$ cat config.mk
export PLATFORM = sky130hd
export DESIGN_NAME = keypad_to_keyed_serial_tx_unit
export DESIGN_NICKNAME = d
export VERILOG_FILES = /design/src/hdl/kts_pkg.sv /design/src/hdl/kts_scan.sv /design/src/hdl/kts_tx.sv /design/src/hdl/keypad_to_keyed_serial_tx_unit.sv
export SDC_FILE = /design/constraint.sdc
export NUM_CORES = 1
export LEC_CHECK = 0
export ABC_AREA = 0
export BUFFER_PORTS_ARGS = -buffer_cell sky130_fd_sc_hd__buf_2
export CORE_ASPECT_RATIO = 0.9
export CORE_MARGIN = 1.5
export CORE_UTILIZATION = 25
export CTS_BUF_LIST = sky130_fd_sc_hd__clkbuf_8
export CTS_CLUSTER_DIAMETER = 60
export DETAILED_ROUTE_END_ITERATION = 6
export GPL_TIMING_DRIVEN = 0
export PLACE_DENSITY = 0.42
export SYNTH_ARGS = -nofsm -noshare
export SYNTH_HDL_FRONTEND = slang
export SYNTH_SLANG_ARGS = --single-unit
$ cat constraint.sdc
create_clock -name aclk -period 3.3 [get_ports aclk]
set_input_delay 0.99 -clock aclk [delete_from_list [all_inputs] [get_ports aclk]]
set_output_delay 0.99 -clock aclk [all_outputs]
set_load 0.01 [all_outputs]
$ cat src/hdl/kts_pkg.sv
// kts_pkg: shared types, constants and the key character map
// for the keypad to keyed serial transmitter; no dependencies
package kts_pkg;

    localparam int unsigned KeyCount   = 16;
    localparam int unsigned RowCount   = 4;
    localparam int unsigned CharWidth  = 8;
    localparam int unsigned LoadWidth  = 7;
    localparam int unsigned PosWidth   = 4;
    localparam logic [PosWidth-1:0] StopPos   = 4'd9;
    localparam logic [PosWidth-1:0] FrameBits = 4'd10;

    // operation codes carried on tuser
    localparam logic OpSample = 1'b0;
    localparam logic OpTick   = 1'b1;

    typedef struct packed {
        logic                  started;
        logic [CharWidth-1:0]  char_code;
        logic [KeyCount-1:0]   levels_next;
    } scan_res_t;

    typedef struct packed {
        logic                  carrier;
        logic [PosWidth-1:0]   pos;
        logic                  active;
        logic                  done;
    } tx_res_t;

    // hex character per key, index column*4+row
    function automatic logic [CharWidth-1:0] key_char(input logic [3:0] idx);
        logic [CharWidth-1:0] c;
        case (idx)
            4'd0:    c = 8'h46; // F
            4'd1:    c = 8'h42; // B
            4'd2:    c = 8'h37; // 7
            4'd3:    c = 8'h33; // 3
            4'd4:    c = 8'h45; // E
            4'd5:    c = 8'h41; // A
            4'd6:    c = 8'h36; // 6
            4'd7:    c = 8'h32; // 2
            4'd8:    c = 8'h44; // D
            4'd9:    c = 8'h39; // 9
            4'd10:   c = 8'h35; // 5
            4'd11:   c = 8'h31; // 1
            4'd12:   c = 8'h43; // C
            4'd13:   c = 8'h38; // 8
            4'd14:   c = 8'h34; // 4
            default: c = 8'h30; // 0
        endcase
        return c;
    endfunction

endpackage

$ cat src/hdl/kts_scan.sv
// kts_scan: falling edge detect on one keypad column and key map lookup
// depends on kts_pkg
module kts_scan (
    input  logic [1:0]                       column,
    input  logic [kts_pkg::RowCount-1:0]     row_levels,
    input  logic [kts_pkg::KeyCount-1:0]     prev_levels,
    input  logic [kts_pkg::CharWidth-1:0]    char_in,
    output kts_pkg::scan_res_t               res
);

    always_comb begin
        logic [3:0] idx;
        res.started     = 1'b0;
        res.char_code   = char_in;
        res.levels_next = prev_levels;
        for (int j = 0; j < kts_pkg::RowCount; j++) begin
            idx = {column, 2'(j)};
            // highest row with a falling edge wins
            if (!row_levels[j] && prev_levels[idx]) begin
                res.started   = 1'b1;
                res.char_code = kts_pkg::key_char(idx);
            end
            res.levels_next[idx] = row_levels[j];
        end
    end

endmodule

$ cat src/hdl/kts_tx.sv
// kts_tx: one bit period of the on/off keyed frame sequencer
// depends on kts_pkg
module kts_tx (
    input  logic [kts_pkg::CharWidth-1:0]  frame_char,
    input  logic [kts_pkg::PosWidth-1:0]   pos,
    input  logic                           carrier,
    input  logic                           active,
    output kts_pkg::tx_res_t               res
);

    logic [kts_pkg::PosWidth-1:0] pos_inc;
    logic [kts_pkg::PosWidth-1:0] pos_dec;

    assign pos_inc = pos + 1'b1;
    assign pos_dec = pos - 1'b1;

    always_comb begin
        res.carrier = carrier;
        res.pos     = pos;
        res.active  = active;
        res.done    = 1'b0;
        if (active) begin
            if (pos == '0) begin
                res.carrier = 1'b1;                        // start bit
            end else if (pos >= kts_pkg::StopPos) begin
                res.carrier = 1'b0;                        // stop bit
            end else begin
                res.carrier = ~frame_char[pos_dec[2:0]];   // data, lsb first
            end
            res.pos = pos_inc;
            if (pos_inc >= kts_pkg::FrameBits) begin
                res.carrier = 1'b0;
                res.pos     = '0;
                res.active  = 1'b0;
                res.done    = 1'b1;
            end
        end
    end

endmodule

$ cat src/hdl/keypad_to_keyed_serial_tx_unit.sv
// keypad_to_keyed_serial_tx_unit: keypad scan feeding an on/off keyed serial frame
// the result of an accepted request is registered and shown on the master side in the next cycle
// throughput 1 request per cycle while the master side does not stall, set by the single state update per request
// synchronous active-low reset clears key levels, frame state and output valid
// depends on kts_pkg, kts_scan, kts_tx
module keypad_to_keyed_serial_tx_unit (
    input  logic        aclk,
    input  logic        aresetn,
    input  logic        s_tvalid,
    output logic        s_tready,
    input  logic [7:0]  s_tdata,   // [1:0] column, [5:2] row_levels, [7:6] zero
    input  logic        s_tuser,   // [0] operation
    output logic        m_tvalid,
    input  logic        m_tready,
    output logic [15:0] m_tdata    // [0] carrier_on, [1] sending, [2] frame_done,
                                   // [3] started, [10:4] loaded_char, [15:11] zero
);

    // key levels and frame state
    logic [kts_pkg::KeyCount-1:0]  levels_reg;
    logic [kts_pkg::CharWidth-1:0] char_reg, char_next;
    logic [kts_pkg::PosWidth-1:0]  pos_reg, pos_next;
    logic                          active_reg, active_next;
    logic                          carrier_reg, carrier_next;
    logic [kts_pkg::KeyCount-1:0]  levels_next;

    // result register
    logic        out_valid_reg, out_valid_next;
    logic [15:0] out_data_reg, out_data_next;

    logic                accept;
    kts_pkg::scan_res_t  scan_res;
    kts_pkg::tx_res_t    tx_res;
    logic                done;
    logic                started;

    // a new request enters whenever the result slot is free or being drained
    assign s_tready = !out_valid_reg || m_tready;
    assign accept   = s_tvalid && s_tready;
    assign m_tvalid = out_valid_reg;
    assign m_tdata  = out_data_reg;

    kts_scan u_scan (
        .column      (s_tdata[1:0]),
        .row_levels  (s_tdata[5:2]),
        .prev_levels (levels_reg),
        .char_in     (char_reg),
        .res         (scan_res)
    );

    kts_tx u_tx (
        .frame_char (char_reg),
        .pos        (pos_reg),
        .carrier    (carrier_reg),
        .active     (active_reg),
        .res        (tx_res)
    );

    always_comb begin
        levels_next  = levels_reg;
        char_next    = char_reg;
        pos_next     = pos_reg;
        active_next  = active_reg;
        carrier_next = carrier_reg;
        done         = 1'b0;
        started      = 1'b0;
        if (accept) begin
            if (s_tuser == kts_pkg::OpSample) begin
                // a press mid-frame swaps the character but keeps the bit count
                levels_next = scan_res.levels_next;
                char_next   = scan_res.char_code;
                started     = scan_res.started;
                if (scan_res.started) begin
                    active_next = 1'b1;
                end
            end else begin
                // tick while idle leaves everything as it is
                pos_next     = tx_res.pos;
                active_next  = tx_res.active;
                carrier_next = tx_res.carrier;
                done         = tx_res.done;
            end
        end
    end

    always_comb begin
        out_valid_next = out_valid_reg;
        out_data_next  = out_data_reg;
        if (accept) begin
            out_valid_next = 1'b1;
            out_data_next  = {5'd0,
                              (started ? char_next[kts_pkg::LoadWidth-1:0]
                                       : {kts_pkg::LoadWidth{1'b0}}),
                              started, done, active_next, carrier_next};
        end else if (m_tready) begin
            out_valid_next = 1'b0;
        end
    end

    always_ff @(posedge aclk) begin
        if (!aresetn) begin
            levels_reg    <= '0;
            char_reg      <= '0;
            pos_reg       <= '0;
            active_reg    <= 1'b0;
            carrier_reg   <= 1'b0;
            out_valid_reg <= 1'b0;
        end else begin
            levels_reg    <= levels_next;
            char_reg      <= char_next;
            pos_reg       <= pos_next;
            active_reg    <= active_next;
            carrier_reg   <= carrier_next;
            out_valid_reg <= out_valid_next;
        end
    end

    // payload needs no reset
    always_ff @(posedge aclk) begin
        out_data_reg <= out_data_next;
    end

`ifndef SYNTHESIS
    // bit counter never runs past the stop bit
    a_pos_range: assert property (@(posedge aclk) disable iff (!aresetn)
        pos_reg <= kts_pkg::StopPos)
        else $error("bit position beyond stop bit");

    // idle frame always sits at the first bit
    a_idle_pos: assert property (@(posedge aclk) disable iff (!aresetn)
        !active_reg |-> pos_reg == '0)
        else $error("idle with nonzero bit position");

    // end of frame drops the carrier and the busy flag
    a_done_idle: assert property (@(posedge aclk) disable iff (!aresetn)
        m_tvalid && m_tdata[2] |-> !m_tdata[1] && !m_tdata[0])
        else $error("frame done while still sending");

    // a press always leaves a frame in progress with a nonzero character
    a_start_busy: assert property (@(posedge aclk) disable iff (!aresetn)
        m_tvalid && m_tdata[3] |-> m_tdata[1] && m_tdata[10:4] != '0)
        else $error("start without busy frame");
`endif

endmodule
==> out/metrics.cfg <==
[worst_setup_path]
crit_arrival_ns=2.70
crit_path_start_kind=input pin
crit_chain=buf_2 -> mux4_2 -> a22oi_1 -> nand3_1 -> a31oi_1 -> nor2_1
crit_fanout=9
cp_slowest_stage_delay_ns=0.57
cp_slowest_cell=mux4_2
crit_type=in -> reg
cp.required_ns=3.34
endpoint_kind=flip-flop

[route]
wirelength_mm=5.12
ant_nets=0
drc=0
drt_iter0_drc=98
vias=1691
dr.pass1.iters=4
routed_via_density=4.45
routedWlPerCell_um=13.5

[layout]
fillers=891
layout_common_cells=30 x dfxtp_1, 29 x a21oi_1, 24 x buf_2, 23 x nand2_1
n_antenna_cell=0
drive_above_1_share_pct=18.5
largest_register_ffs=16
nets=287
area_growth_syn_to_layout_pct=18.0
mostFrequentLayoutCell=dfxtp_1
fin_area_sq_um=2520

[grt]
grt.met3_usage_pct=2.55
grt_pass1_vias=1573
met2_usage_pct=17.5
grt_max_degree=14
gr-max-usage-layer=met2
antenna_found_initial=0
grt_usage_pct=11.7
grt_first_pass_wirelength_mm=8.35
grtUsageMet1_pct=16.6
grt_overflow=0

[floorplanning]
io_pins=31
die_area_sq_um=9110
design.core.area_sq_um=8180
start_util_pct=26.1
core.rowCount=31
dieHeight_um=90.7
die_w_um=100

[clock_network]
cts_made_buffers=5
cts_setup_buffers=0
cts_tree=built
clockBufferDepth=2
h-tree-depth=2
clk_pin_slew_ns=0.08
root_buffer=clkbuf_8
cts_resized=0
cts_hold_buf=0
cts_sinks=41
worstSkewPairLatency_ns=0.29

[synth]
synth_cell_types=53
ys_top_cells_by_area=dfxtp_1 28%, edfxtp_1 15%, a21oi_1 6.8%
async_flop_share_pct=0
seq_area_frac_synth_pct=43.6
synth_top_flop_cell=dfxtp_1
synth_warnings=0
synth.avg_cell_area_sq_um=9.29
synth-seq-cells=41
netlist_area_sq_um=2140
synth_top_area_share_pct=28.1
yosys.area.top_type=dfxtp_1
syn-instance-count=230
synth_edf_count=11

[placed_design]
hpwl_mm=3.81
port_buffers=23
post_dp_cell_area_sq_um=2410
gp_congestion=0.744

[sta]
relSlewSlack_pct=55.0
clock.fmax_ghz=0.375
fin_crit_sh_pct=80.8
timing.hold.ws_ns=0.457
drv_slew=0
tns_ns=0
rsz0062_at_grt=false
skew_ns=0.00657
finalSetupViolCount=0
period_minus_slack_ns=2.67
worst_pin_slew_ns=0.676
hold_viol=0

[pwr]
p_per_area_nw_per_um2=412
vdd_drop_max_uv=163
power.leakage_uw=0.000954

[flow_run]
drv_cap=0

[min_path]
hold_class=reg -> reg

[outcome]
status=finished, final reports clean

## layer usage
metal | wire length, um | up-vias
met3 | 151 | 2
met5 | 0 | -
met4 | 41 | 0
li1 | - | 882
met1 | 2690 | 784
met2 | 2240 | 23
## final cells by class
class	instances	area, sq um	share of cell area, %
buffer	14	72.6	2.88
multi-input combinational	165	1090	43.4
clock inverter	3	41.3	1.64
clock buffer	5	68.8	2.73
timing repair buffer	23	115	4.57
sequential	41	931	36.9
inverter	14	52.6	2.09
tap	115	144	5.71
## cells in the mapped netlist (2+ instances only)
cell and number:
dfxtp_1 30, a21oi_1 29, nand2_1 23, nand3_1 16
nor2_1 16, inv_1 12, edfxtp_1 11, ha_1 10
clkbuf_1 7, nor3_1 6, buf_4 5, and2_1 4
mux2i_1 4, a211oi_1 3, and3_1 3, mux4_2 3
a31oi_1 2, inv_2 2, nand3b_1 2, nand4_1 2
nor3b_1 2, o2111ai_1 2, o211ai_1 2, o21bai_1 2
o31ai_1 2, or3_1 2, xor2_1 2
## kinds of logic (layout without fill, tap and decap cells)
family	after synthesis	after routing	synth area share, %
muxes	8	8	6.27
other	1	5	0.176
AOI/OAI and AO/OA	56	56	17.8
adders and majority gates	10	10	5.86
and+or+nand+nor	83	83	19.2
buffers and inverters	28	59	5.86
xor gates and xnor gates	3	3	1.23
DFF	41	41	43.6
## metrics by stage
step / cells / power, uW / util (%) / setup slack [ns]
6_report: 380 / 1040 / 30.8 / 0.634
5_1_grt: 380 / 1080 / 30.8 / 0.409
4_1_cts: 380 / 1050 / 30.8 / 0.622
3_5_place_dp: 372 / 642 / 29.4 / 0.304
3_3_place_gp: 372 / 643 / 29.4 / 0.267
2_1_floorplan: 234 / 604 / - / 0.783
## critical path: cells and delay by family
kind / cells / cell delay (ns)
compound gates: 2 / 0.72
buf+inv: 1 / 0.22
mux: 1 / 0.57
simple gates: 2 / 0.21
## final timing paths
kind | startpoint | end | slack [ns] | cells after the start
min reg2reg | levels_reg[13] | levels_reg[13] | 0.46 | 2
max reg2reg | pos_reg[0] | carrier_reg | 0.94 | 7
max | s_tdata[0] | m_tdata[5] | 0.63 | 6
min | levels_reg[13] | levels_reg[13] | 0.46 | 2
## power breakdown
| group | internal, uW | switching (uW) |
|---|---|---|
| Sequential | 528 | 4.34 |
| Clock | 223 | 185 |
| Combinational | 33.7 | 63.8 |
| Total | 784 | 253 |
Power figures use the tool's default switching activity.
